`config.mk`:
```
export PLATFORM = sky130hd
export DESIGN_NAME = hostname_or_ipv4_validator_flat
export DESIGN_NICKNAME = d
export VERILOG_FILES = /design/src/design/hiv_pkg.sv /design/src/design/hiv_if.sv /design/src/design/hostname_or_ipv4_validator.sv /design/src/flat_wrapper.sv
export VERILOG_INCLUDE_DIRS = /design/src /design/src/design
export SDC_FILE = /design/constraint.sdc
export NUM_CORES = 1
export LEC_CHECK = 0
export ABC_AREA = 1
export BUFFER_PORTS_ARGS = -buffer_cell sky130_fd_sc_hd__buf_2
export CAP_MARGIN = 20
export CORE_MARGIN = 2
export CORE_UTILIZATION = 35
export CTS_BUF_LIST = sky130_fd_sc_hd__clkbuf_4 sky130_fd_sc_hd__clkbuf_8
export DETAILED_ROUTE_END_ITERATION = 7
export GPL_ROUTABILITY_DRIVEN = 0
export PLACE_DENSITY = 0.54
export SKIP_LAST_GASP = 1
export SLEW_MARGIN = 0
export SYNTH_ARGS = -nofsm -noshare
export SYNTH_HDL_FRONTEND = slang
export SYNTH_SLANG_ARGS = --single-unit
```
`constraint.sdc`:
```
create_clock -name clk -period 2.5 [get_ports clk]
set_input_delay 0.25 -clock clk [delete_from_list [all_inputs] [get_ports clk]]
set_output_delay 0.25 -clock clk [all_outputs]
set_load 0.05 [all_outputs]
```
`src/design/hostname_or_ipv4_validator_macros.svh`:
```
// Assertion macros for the host string validator.
// Used by hostname_or_ipv4_validator; expects clk and rst_n in scope.
`ifndef HOSTNAME_OR_IPV4_VALIDATOR_MACROS_SVH
`define HOSTNAME_OR_IPV4_VALIDATOR_MACROS_SVH

// Consequent must hold in the same cycle as the antecedent.
`define HIV_ASSERT_SAME(label, ante, cons, msg) \
    label: assert property (@(posedge clk) disable iff (!rst_n) (ante) |-> (cons)) \
        else $error(msg);

// Consequent must hold in the cycle after the antecedent.
`define HIV_ASSERT_NEXT(label, ante, cons, msg) \
    label: assert property (@(posedge clk) disable iff (!rst_n) (ante) |=> (cons)) \
        else $error(msg);

`endif

```
`src/design/hiv_pkg.sv`:
```
// Shared constants and character class helpers for the host string validator.
// No dependencies; imported by hiv_char_if, the top level and the testbench.
package hiv_pkg;

    localparam int CHAR_W         = 8;
    localparam int HOST_LEN_W     = 10;
    localparam int LABEL_LEN_W    = 7;
    localparam int DOT_CNT_W      = 3;
    localparam int OCTET_VAL_W    = 10;
    localparam int OCTET_DIG_W    = 3;
    localparam int OCTET_PROD_W   = 14;

    localparam logic [LABEL_LEN_W-1:0] LABEL_LIMIT      = 7'd63;
    localparam logic [OCTET_VAL_W-1:0] OCTET_MAX        = 10'd255;
    localparam logic [OCTET_DIG_W-1:0] OCTET_DIGITS_MAX = 3'd3;
    localparam logic [DOT_CNT_W-1:0]   QUAD_DOTS        = 3'd3;
    localparam logic [HOST_LEN_W-1:0]  MAX_LEN_RESET    = 10'd253;

    localparam logic [CHAR_W-1:0] CHAR_HYPHEN = 8'h2D;
    localparam logic [CHAR_W-1:0] CHAR_DOT    = 8'h2E;
    localparam logic [CHAR_W-1:0] CHAR_ZERO   = 8'h30;
    localparam logic [CHAR_W-1:0] CHAR_NINE   = 8'h39;
    localparam logic [CHAR_W-1:0] CHAR_UPPER_A = 8'h41;
    localparam logic [CHAR_W-1:0] CHAR_UPPER_Z = 8'h5A;
    localparam logic [CHAR_W-1:0] CHAR_LOWER_A = 8'h61;
    localparam logic [CHAR_W-1:0] CHAR_LOWER_Z = 8'h7A;

    function automatic logic is_digit(input logic [CHAR_W-1:0] c);
        return (c >= CHAR_ZERO) && (c <= CHAR_NINE);
    endfunction

    function automatic logic is_alnum(input logic [CHAR_W-1:0] c);
        return is_digit(c)
            || ((c >= CHAR_UPPER_A) && (c <= CHAR_UPPER_Z))
            || ((c >= CHAR_LOWER_A) && (c <= CHAR_LOWER_Z));
    endfunction

endpackage

```
`src/design/hiv_if.sv`:
```
// Valid/ready channel interfaces for the host string validator.
// Depends on hiv_pkg for field widths.
interface hiv_char_if
    import hiv_pkg::*;
();
    logic              valid;
    logic              ready;
    logic [CHAR_W-1:0] char_code;
    logic              end_of_string;

    modport source (output valid, output char_code, output end_of_string, input ready);
    modport sink   (input valid, input char_code, input end_of_string, output ready);
endinterface

interface hiv_verdict_if;
    logic valid;
    logic ready;
    logic host_valid;
    logic numeric_form;

    modport source (output valid, output host_valid, output numeric_form, input ready);
    modport sink   (input valid, input host_valid, input numeric_form, output ready);
endinterface

```
`src/design/hostname_or_ipv4_validator.sv`:
```
// Host name / dotted-quad validator, one character word per clock.
// Depends on hiv_pkg, hiv_if.sv and hostname_or_ipv4_validator_macros.svh.
//
// Usage: the host string arrives on "chars", one byte per word, followed by
// a word with end_of_string set whose char_code is ignored. Only that end word
// produces a word on "verdict": host_valid and numeric_form (string held only
// digits and dots). The length limit is written through cfg_wr_en/cfg_wr_data
// while the block is idle, which is up to the user: the block does not
// enforce it. The limit resets to 253.
// Throughput: one word per clock, sustained; the input register feeds a single
// pass of compare and small add logic that updates the per-string counters.
// When verdict is stalled, a pending verdict waits in the output register and
// character words keep flowing; only a second end word waits in the input
// register, and then chars.ready drops until the verdict is taken.
// Reset clears all string state and empties both registers; the length
// limit returns to 253.
`include "hostname_or_ipv4_validator_macros.svh"

module hostname_or_ipv4_validator
    import hiv_pkg::*;
(
    input  logic                  clk,
    input  logic                  rst_n,
    hiv_char_if.sink              chars,
    hiv_verdict_if.source         verdict,
    input  logic                  cfg_wr_en,
    input  logic [HOST_LEN_W-1:0] cfg_wr_data
);

    // Input register.
    logic              in_valid_reg;
    logic              in_valid_next;
    logic [CHAR_W-1:0] in_char_reg;
    logic              in_end_reg;

    // Per-string state.
    logic [HOST_LEN_W-1:0]  max_len_reg;
    logic [HOST_LEN_W-1:0]  char_count_reg,   char_count_next;
    logic [CHAR_W-1:0]      prev_char_reg,    prev_char_next;
    logic                   chars_ok_reg,     chars_ok_next;
    logic                   digits_dots_reg,  digits_dots_next;
    logic [LABEL_LEN_W-1:0] label_chars_reg,  label_chars_next;
    logic                   labels_ok_reg,    labels_ok_next;
    logic [DOT_CNT_W-1:0]   dot_count_reg,    dot_count_next;
    logic [OCTET_VAL_W-1:0] octet_val_reg,    octet_val_next;
    logic [OCTET_DIG_W-1:0] octet_dig_reg,    octet_dig_next;
    logic                   octets_ok_reg,    octets_ok_next;

    // Output register.
    logic out_valid_reg, out_valid_next;
    logic host_valid_reg, host_valid_next;
    logic numeric_reg, numeric_next;

    logic proc_char;
    logic proc_end;
    logic advance;
    logic label_fine;
    logic octet_fine;
    logic ok_common;
    logic [OCTET_PROD_W-1:0] octet_prod;

    // An end word can only move on when the output register is free or its verdict is taken in the same cycle.
    assign advance   = in_valid_reg && (!in_end_reg || !out_valid_reg || verdict.ready);
    assign proc_char = advance && !in_end_reg;
    assign proc_end  = advance && in_end_reg;

    assign chars.ready   = !in_valid_reg || advance;
    assign in_valid_next = chars.valid ? 1'b1 : (advance ? 1'b0 : in_valid_reg);

    assign label_fine = (label_chars_reg != '0) && (label_chars_reg <= LABEL_LIMIT)
                        && is_alnum(prev_char_reg);
    assign octet_fine = (octet_dig_reg != '0) && (octet_dig_reg <= OCTET_DIGITS_MAX)
                        && (octet_val_reg <= OCTET_MAX);

    // value * 10 + digit, as two shifts and two adds.
    assign octet_prod = ({{(OCTET_PROD_W-OCTET_VAL_W){1'b0}}, octet_val_reg} << 3)
                      + ({{(OCTET_PROD_W-OCTET_VAL_W){1'b0}}, octet_val_reg} << 1)
                      + {{(OCTET_PROD_W-CHAR_W){1'b0}}, (in_char_reg - CHAR_ZERO)};

    assign ok_common = (char_count_reg != '0) && (char_count_reg <= max_len_reg)
                       && chars_ok_reg && (prev_char_reg != CHAR_DOT);

    always_comb
    begin
        char_count_next  = char_count_reg;
        prev_char_next   = prev_char_reg;
        chars_ok_next    = chars_ok_reg;
        digits_dots_next = digits_dots_reg;
        label_chars_next = label_chars_reg;
        labels_ok_next   = labels_ok_reg;
        dot_count_next   = dot_count_reg;
        octet_val_next   = octet_val_reg;
        octet_dig_next   = octet_dig_reg;
        octets_ok_next   = octets_ok_reg;
        host_valid_next  = host_valid_reg;
        numeric_next     = numeric_reg;
        out_valid_next   = (out_valid_reg && !verdict.ready) || proc_end;

        if (proc_end)
        begin
            if (digits_dots_reg)
            begin
                host_valid_next = ok_common && octets_ok_reg && octet_fine
                                  && (dot_count_reg == QUAD_DOTS);
            end
            else
            begin
                host_valid_next = ok_common && labels_ok_reg && label_fine;
            end
            numeric_next     = digits_dots_reg;
            char_count_next  = '0;
            prev_char_next   = '0;
            chars_ok_next    = 1'b1;
            digits_dots_next = 1'b1;
            label_chars_next = '0;
            labels_ok_next   = 1'b1;
            dot_count_next   = '0;
            octet_val_next   = '0;
            octet_dig_next   = '0;
            octets_ok_next   = 1'b1;
        end
        else if (proc_char)
        begin
            if (!is_alnum(in_char_reg) && in_char_reg != CHAR_HYPHEN
                && in_char_reg != CHAR_DOT)
            begin
                chars_ok_next = 1'b0;
            end
            if (char_count_reg == '0 && (in_char_reg == CHAR_HYPHEN
                || in_char_reg == CHAR_DOT))
            begin
                chars_ok_next = 1'b0;
            end
            if (&char_count_reg)
            begin
                chars_ok_next = 1'b0;
            end
            else
            begin
                char_count_next = char_count_reg + 1'b1;
            end
            if (!is_digit(in_char_reg) && in_char_reg != CHAR_DOT)
            begin
                digits_dots_next = 1'b0;
            end

            if (in_char_reg == CHAR_DOT)
            begin
                if (!label_fine)
                begin
                    labels_ok_next = 1'b0;
                end
                if (!octet_fine)
                begin
                    octets_ok_next = 1'b0;
                end
                label_chars_next = '0;
                octet_val_next   = '0;
                octet_dig_next   = '0;
                if (!(&dot_count_reg))
                begin
                    dot_count_next = dot_count_reg + 1'b1;
                end
            end
            else
            begin
                if (label_chars_reg == '0 && !is_alnum(in_char_reg))
                begin
                    labels_ok_next = 1'b0;
                end
                if (&label_chars_reg)
                begin
                    labels_ok_next = 1'b0;
                end
                else
                begin
                    label_chars_next = label_chars_reg + 1'b1;
                end
                if (is_digit(in_char_reg))
                begin
                    if (octet_prod > {{(OCTET_PROD_W-OCTET_VAL_W){1'b0}}, {OCTET_VAL_W{1'b1}}})
                    begin
                        octet_val_next = '1;
                    end
                    else
                    begin
                        octet_val_next = octet_prod[OCTET_VAL_W-1:0];
                    end
                    if (!(&octet_dig_reg))
                    begin
                        octet_dig_next = octet_dig_reg + 1'b1;
                    end
                end
            end
            prev_char_next = in_char_reg;
        end
    end

    always_ff @(posedge clk or negedge rst_n)
    begin
        if (!rst_n)
        begin
            in_valid_reg    <= 1'b0;
            max_len_reg     <= MAX_LEN_RESET;
            char_count_reg  <= '0;
            prev_char_reg   <= '0;
            chars_ok_reg    <= 1'b1;
            digits_dots_reg <= 1'b1;
            label_chars_reg <= '0;
            labels_ok_reg   <= 1'b1;
            dot_count_reg   <= '0;
            octet_val_reg   <= '0;
            octet_dig_reg   <= '0;
            octets_ok_reg   <= 1'b1;
            out_valid_reg   <= 1'b0;
        end
        else
        begin
            in_valid_reg    <= in_valid_next;
            if (cfg_wr_en)
            begin
                max_len_reg <= cfg_wr_data;
            end
            char_count_reg  <= char_count_next;
            prev_char_reg   <= prev_char_next;
            chars_ok_reg    <= chars_ok_next;
            digits_dots_reg <= digits_dots_next;
            label_chars_reg <= label_chars_next;
            labels_ok_reg   <= labels_ok_next;
            dot_count_reg   <= dot_count_next;
            octet_val_reg   <= octet_val_next;
            octet_dig_reg   <= octet_dig_next;
            octets_ok_reg   <= octets_ok_next;
            out_valid_reg   <= out_valid_next;
        end
    end

    // Payload registers carry no reset.
    always_ff @(posedge clk)
    begin
        if (chars.valid && chars.ready)
        begin
            in_char_reg <= chars.char_code;
            in_end_reg  <= chars.end_of_string;
        end
        host_valid_reg <= host_valid_next;
        numeric_reg    <= numeric_next;
    end

    assign verdict.valid        = out_valid_reg;
    assign verdict.host_valid   = host_valid_reg;
    assign verdict.numeric_form = numeric_reg;

    `HIV_ASSERT_NEXT(a_clear_after_end, proc_end,
        char_count_reg == '0 && dot_count_reg == '0 && label_chars_reg == '0,
        "string state not cleared after end word")
    `HIV_ASSERT_SAME(a_verdict_from_end, $rose(out_valid_reg), $past(proc_end),
        "verdict appeared without an end word")
    `HIV_ASSERT_SAME(a_end_blocks_input,
        in_valid_reg && in_end_reg && out_valid_reg && !verdict.ready,
        !chars.ready && !proc_end,
        "end word advanced while verdict register was occupied")

endmodule

```
`src/flat_wrapper.sv`:
```
// flat-port wrapper written by rule: the top's interface ports become plain ports
module hostname_or_ipv4_validator_flat import hiv_pkg::*;
  (clk, rst_n, cfg_wr_en, cfg_wr_data, chars_valid, chars_char_code, chars_end_of_string, chars_ready, verdict_valid, verdict_host_valid, verdict_numeric_form, verdict_ready);
  hiv_char_if chars_i ();
  hiv_verdict_if verdict_i ();
  input  logic clk;
  input  logic rst_n;
  input  logic cfg_wr_en;
  input  logic [HOST_LEN_W-1:0] cfg_wr_data;
  input wire logic [$bits(chars_i.valid)-1:0] chars_valid;
  input wire logic [$bits(chars_i.char_code)-1:0] chars_char_code;
  input wire logic [$bits(chars_i.end_of_string)-1:0] chars_end_of_string;
  output wire logic [$bits(chars_i.ready)-1:0] chars_ready;
  output wire logic [$bits(verdict_i.valid)-1:0] verdict_valid;
  output wire logic [$bits(verdict_i.host_valid)-1:0] verdict_host_valid;
  output wire logic [$bits(verdict_i.numeric_form)-1:0] verdict_numeric_form;
  input wire logic [$bits(verdict_i.ready)-1:0] verdict_ready;
  assign chars_i.valid = chars_valid;
  assign chars_i.char_code = chars_char_code;
  assign chars_i.end_of_string = chars_end_of_string;
  assign chars_ready = chars_i.ready;
  assign verdict_valid = verdict_i.valid;
  assign verdict_host_valid = verdict_i.host_valid;
  assign verdict_numeric_form = verdict_i.numeric_form;
  assign verdict_i.ready = verdict_ready;
  hostname_or_ipv4_validator u_core (.clk(clk), .rst_n(rst_n), .chars(chars_i), .verdict(verdict_i), .cfg_wr_en(cfg_wr_en), .cfg_wr_data(cfg_wr_data));
endmodule
```
==> metrics.txt <==
# TYPE chip_impl_metric gauge
chip_impl_info{name="outcome",value="finished, violations left"} 1
chip_impl_info{name="failed_checks",value="setup timing"} 1
chip_impl_info{name="setup.worst_path.start_class",value="flip-flop"} 1
chip_impl_metric{name="ratio_of_cells_with_drive_above_1_in_the_final_layout",unit="%"} 22.1
chip_impl_metric{name="post-route-period-util",unit="%"} 107
chip_impl_metric{name="worst_ep_required_time",unit="ns"} 2.76
chip_impl_metric{name="detailedRoute.firstIterationViolations",unit=""} 232
chip_impl_metric{name="io_buffer_count",unit=""} 27
chip_impl_info{name="cts_root_buffer",value="sky130_fd_sc_hd__clkbuf_8"} 1
chip_impl_metric{name="multiInputGateArea",unit="um2"} 2570
chip_impl_metric{name="crit_fanout",unit=""} 6
chip_impl_info{name="crit_path_cell_trace",value="buf_4, fa_1, inv_1, ha_1, nand2_1, nand2_1, nand2_1, nand2_1, nand2_1, nand3_2, nand2_2, nand2_4, nor2_4, nand3_1, nand2_1, nand2_1"} 1
chip_impl_metric{name="power_density",unit="nW/um2"} 732
chip_impl_metric{name="netlist-cell-type-count",unit=""} 36
chip_impl_metric{name="post_drt_wl_per_cell",unit="um"} 12.1
chip_impl_metric{name="worst_ep_arrival_time",unit="ns"} 2.95
chip_impl_metric{name="worst_slew_pin_slew",unit="ns"} 0.587
chip_impl_metric{name="number_of_enable_flip_flop_cells_after_synthesis",unit=""} 11
chip_impl_metric{name="numCtsBuffers",unit=""} 9
chip_impl_metric{name="synthArstFlopShare",unit="%"} 83.8
chip_impl_metric{name="power",unit="mW"} 4.06
chip_impl_metric{name="grt_overflow",unit=""} 0
chip_impl_info{name="criticalPathCategory",value="reg2reg"} 1
chip_impl_metric{name="die-width",unit="um"} 118
chip_impl_info{name="synth_area_leader_cell",value="sky130_fd_sc_hd__dfrtp_1"} 1
chip_impl_metric{name="grt_first_pass_wirelength",unit="mm"} 17.7
chip_impl_metric{name="boundaryPins",unit=""} 28
chip_impl_metric{name="numPlacedInstances",unit=""} 814
chip_impl_metric{name="path_clk_slew",unit="ns"} 0.08
chip_impl_metric{name="wl",unit="mm"} 10.1
chip_impl_metric{name="finalHoldViolCount",unit=""} 0
chip_impl_metric{name="area_fraction_in_compound_gates_after_synthesis",unit="%"} 9.03
chip_impl_metric{name="globalRouteMet3Util",unit="%"} 4.41
chip_impl_metric{name="min_delay_path_depth",unit=""} 1
chip_impl_metric{name="synth-warning-count",unit=""} 0
chip_impl_metric{name="synth-simple-area-share",unit="%"} 26.7
chip_impl_metric{name="ctsHtreeMaxLevel",unit=""} 3
chip_impl_metric{name="yosys.area_share.adder",unit="%"} 13.9
chip_impl_metric{name="num_antenna_cells",unit=""} 0
chip_impl_metric{name="groute.layer.met2.usage",unit="%"} 24.3
chip_impl_metric{name="fmax",unit="GHz"} 0.372
chip_impl_metric{name="final.min_clock_period",unit="ns"} 2.69
chip_impl_metric{name="route.detailed.vias_per_inst",unit=""} 4.64
chip_impl_info{name="path_delay_family",value="simple AND/OR/NAND/NOR gates"} 1
chip_impl_metric{name="max-cap-violations",unit=""} 0
chip_impl_info{name="endpoint_kind_of_the_worst_setup_timing_path",value="flip-flop"} 1
chip_impl_metric{name="synthesis.area",unit="um2"} 4550
chip_impl_metric{name="via_count",unit=""} 3885
chip_impl_metric{name="ys_seq_elements",unit=""} 68
chip_impl_metric{name="final.setup.worst_slack",unit="ns"} -0.186
chip_impl_metric{name="rrSetupSlack",unit="ns"} -0.19
chip_impl_metric{name="post-synth-top-area-fraction",unit="%"} 25.3
chip_impl_info{name="crit_path_top_delay_cell",value="sky130_fd_sc_hd__edfxtp_1"} 1
chip_impl_metric{name="ff_latch_area",unit="um2"} 1770
chip_impl_metric{name="total_neg_setup_slack",unit="ns"} -1.70
chip_impl_metric{name="fillers",unit=""} 1286
chip_impl_metric{name="total_drc_errors_in_the_routed_layout",unit=""} 0
chip_impl_info{name="synth_top_family_by_area",value="simple AND/OR/NAND/NOR gates"} 1
chip_impl_metric{name="clock_latency",unit="ns"} 0.37
chip_impl_metric{name="coreArea",unit="um2"} 12700
chip_impl_metric{name="use_met1",unit="%"} 21.6
chip_impl_metric{name="pre_cts_worst_setup_slack",unit="ns"} -0.281
chip_impl_metric{name="syn_nets",unit=""} 660
chip_impl_metric{name="via_count_of_the_first_global_routing_pass",unit=""} 3820
chip_impl_metric{name="antenna_violations_before_repair",unit=""} 0
chip_impl_metric{name="synth_xor_xnor_area_share",unit="%"} 2.12
chip_impl_metric{name="critPathBufInv",unit=""} 2
chip_impl_metric{name="syn-mean-instance-area",unit="um2"} 7.72
chip_impl_metric{name="fp.dieArea",unit="um2"} 13900
chip_impl_metric{name="critPathMaxStageDelay",unit="ns"} 0.47
chip_impl_metric{name="cts_sinks",unit=""} 68
chip_impl_info{name="grt_setup_unrepaired",value="true"} 1
chip_impl_info{name="synth_ff_type",value="sky130_fd_sc_hd__dfrtp_1"} 1
chip_impl_metric{name="post_synth_mux_area_share",unit="%"} 0.248
chip_impl_metric{name="timing.clock.skew",unit="ns"} 0.0125
chip_impl_metric{name="ant_nets",unit=""} 0
chip_impl_metric{name="floorplan.rows",unit=""} 41
chip_impl_metric{name="slew_headroom",unit="%"} 60.9
chip_impl_metric{name="grtUsageTotal",unit="%"} 15.7
chip_impl_metric{name="first_pass_iters",unit=""} 4
chip_impl_info{name="synthMostInstantiatedCell",value="sky130_fd_sc_hd__nand2_1"} 1
chip_impl_info{name="critPathMostFrequentCell",value="sky130_fd_sc_hd__nand2_1"} 1
chip_impl_metric{name="post_synth_inst_count",unit=""} 589
chip_impl_metric{name="slew_violations",unit=""} 0
chip_impl_info{name="rr_endpoint",value="u_core.octet_val_reg[4]"} 1
chip_impl_metric{name="synth.yosys.seq_area_share",unit="%"} 38.9
chip_impl_metric{name="worstRegToRegCells",unit=""} 16
chip_impl_metric{name="grt_max_degree",unit=""} 34
chip_impl_info{name="hold_path.startpoint",value="chars_char_code[7]"} 1
chip_impl_metric{name="clock_path_buffers",unit=""} 2
chip_impl_info{name="critical_path.reg2reg.startpoint",value="u_core.in_char_reg[4]"} 1
chip_impl_metric{name="report.final.setup_viol",unit=""} 10
chip_impl_metric{name="post_dp_hpwl",unit="mm"} 7.82
chip_impl_metric{name="stdcell_count",unit=""} 837
chip_impl_info{name="synth.area.top_cells",value="sky130_fd_sc_hd__dfrtp_1 (25%), sky130_fd_sc_hd__nand2_1 (13%), sky130_fd_sc_hd__ha_1 (11%), sky130_fd_sc_hd__inv_1 (8.3%), sky130_fd_sc_hd__edfxtp_1 (7.3%)"} 1
chip_impl_metric{name="synthToLayoutAreaGrowth",unit="%"} 22.1
chip_impl_metric{name="effective_utilization_at_floorplan",unit="%"} 35.9
chip_impl_info{name="holdCritPathClass",value="in2reg"} 1
chip_impl_info{name="synthTopCellsByCount",value="sky130_fd_sc_hd__nand2_1 (163), sky130_fd_sc_hd__inv_1 (100), sky130_fd_sc_hd__nand3_1 (51), sky130_fd_sc_hd__dfrtp_1 (46), sky130_fd_sc_hd__nor2_1 (44)"} 1
chip_impl_info{name="worst_hold_path.endpoint",value="u_core.in_char_reg[7]"} 1
chip_impl_metric{name="design.final.nets",unit=""} 731
chip_impl_metric{name="final_core_utilization",unit="%"} 43.8
chip_impl_info{name="tritoncts",value="built"} 1
chip_impl_info{name="gr-max-usage-layer",value="met2"} 1
chip_impl_metric{name="worst_ir_drop_vdd",unit="mV"} 0.526
chip_impl_metric{name="die_h",unit="um"} 118
chip_impl_metric{name="leakagePower",unit="nW"} 2.88
## worst max-delay path by stage
stage | start | to | slack (ns) | cells past startpoint
final | u_core.in_char_reg[4] | u_core.octet_val_reg[4] | -0.19 | 16
after global placement | u_core.in_char_reg[4] | u_core.octet_val_reg[8] | -0.21 | 16
after detailed placement | u_core.in_char_reg[4] | u_core.octet_val_reg[7] | -0.28 | 16
after global routing | u_core.in_char_reg[4] | u_core.octet_val_reg[2] | -0.37 | 15
after CTS | u_core.in_char_reg[4] | u_core.octet_val_reg[7] | -0.17 | 17
after floorplan | u_core.in_char_reg[4] | u_core.octet_val_reg[0] | -0.01 | 14
## routing by layer
| metal | wire, um | vias to the layer above |
|---|---|---|
| met5 | 0 | - |
| met4 | 119 | 0 |
| met3 | 457 | 11 |
| met2 | 4360 | 67 |
| met1 | 5170 | 1783 |
| li1 | - | 2024 |
## repair_timing
| item | CTS | global route |
|---|---|---|
| gates cloned | 2 | 0 |
| hold endpoints to repair | 17 | 0 |
| resized for setup | 18 | 10 |
| buffers inserted | 4 | 0 |
| hold buffers | 1 | 0 |
| pin swaps | 5 | 4 |
| endpoints found under the setup margin | 10 | 10 |
## worst reg2reg max path, stage by stage (launching register included)
cell                       delay, ns
sky130_fd_sc_hd__edfxtp_1       0.47
sky130_fd_sc_hd__buf_4          0.18
sky130_fd_sc_hd__fa_1           0.47
sky130_fd_sc_hd__inv_1          0.04
sky130_fd_sc_hd__ha_1           0.38
sky130_fd_sc_hd__nand2_1        0.14
sky130_fd_sc_hd__nand2_1        0.08
sky130_fd_sc_hd__nand2_1        0.07
sky130_fd_sc_hd__nand2_1        0.07
sky130_fd_sc_hd__nand2_1        0.08
sky130_fd_sc_hd__nand3_2        0.08
sky130_fd_sc_hd__nand2_2        0.09
sky130_fd_sc_hd__nand2_4        0.07
sky130_fd_sc_hd__nor2_4         0.18
sky130_fd_sc_hd__nand3_1        0.09
sky130_fd_sc_hd__nand2_1        0.07
sky130_fd_sc_hd__nand2_1        0.05
## layout make-up
| class | count | share of cell area, % |
|---|---|---|
| clock buffer | 10 | 2.37 |
| clock inverter | 6 | 1.17 |
| inverter | 102 | 6.90 |
| multi-input combinational | 416 | 46.2 |
| sequential | 68 | 31.9 |
| tap | 172 | 3.88 |
| timing repair buffer | 63 | 7.57 |
## logic make-up (layout without fill, tap and decap cells)
family                   Yosys count  after routing
AO/OA/AOI/OAI                     69             69
XOR/XNOR                          11             11
adder cells (fa/ha/maj)           47             47
buffers and inverters            107            181
flip-flops                        68             68
multiplexers                       1              1
AND/OR/NAND/NOR                  286            288
## layout by cell type, fill, tap and decap left out, types with 10 or more instances in the layout
cell / synthesis / final
sky130_fd_sc_hd__nand3_1: 51 / 45
sky130_fd_sc_hd__dfrtp_1: 46 / 46
sky130_fd_sc_hd__a21oi_1: 23 / 19
sky130_fd_sc_hd__nand2_1: 163 / 150
sky130_fd_sc_hd__buf_2: 0 / 27
sky130_fd_sc_hd__nand4_1: 10 / 10
sky130_fd_sc_hd__inv_1: 100 / 93
sky130_fd_sc_hd__ha_1: 41 / 36
sky130_fd_sc_hd__o21ai_0: 23 / 23
sky130_fd_sc_hd__buf_4: 0 / 34
sky130_fd_sc_hd__dfstp_2: 11 / 11
sky130_fd_sc_hd__nand2_2: 1 / 11
sky130_fd_sc_hd__edfxtp_1: 11 / 11
sky130_fd_sc_hd__nor2_1: 44 / 40
## metrics by stage
stage	hold slack, ns	cell area (um2)
2_1_floorplan	-0.0456	4630
3_3_place_gp	0.292	5190
3_5_place_dp	0.296	5190
4_1_cts	0.0353	5510
5_1_grt	0.0366	5550
6_report	0.0607	5550
## where the power goes
| group | switching [mW] | leakage, nW | total [mW] | internal [mW] |
|---|---|---|---|---|
| Clock | 0.451 | 0.100 | 0.924 | 0.473 |
| Sequential | 0.142 | 0.833 | 1.44 | 1.30 |
| Combinational | 0.966 | 1.95 | 1.70 | 0.729 |
| Total | 1.56 | 2.88 | 4.06 | 2.50 |
Power figures use the tool's default switching activity.
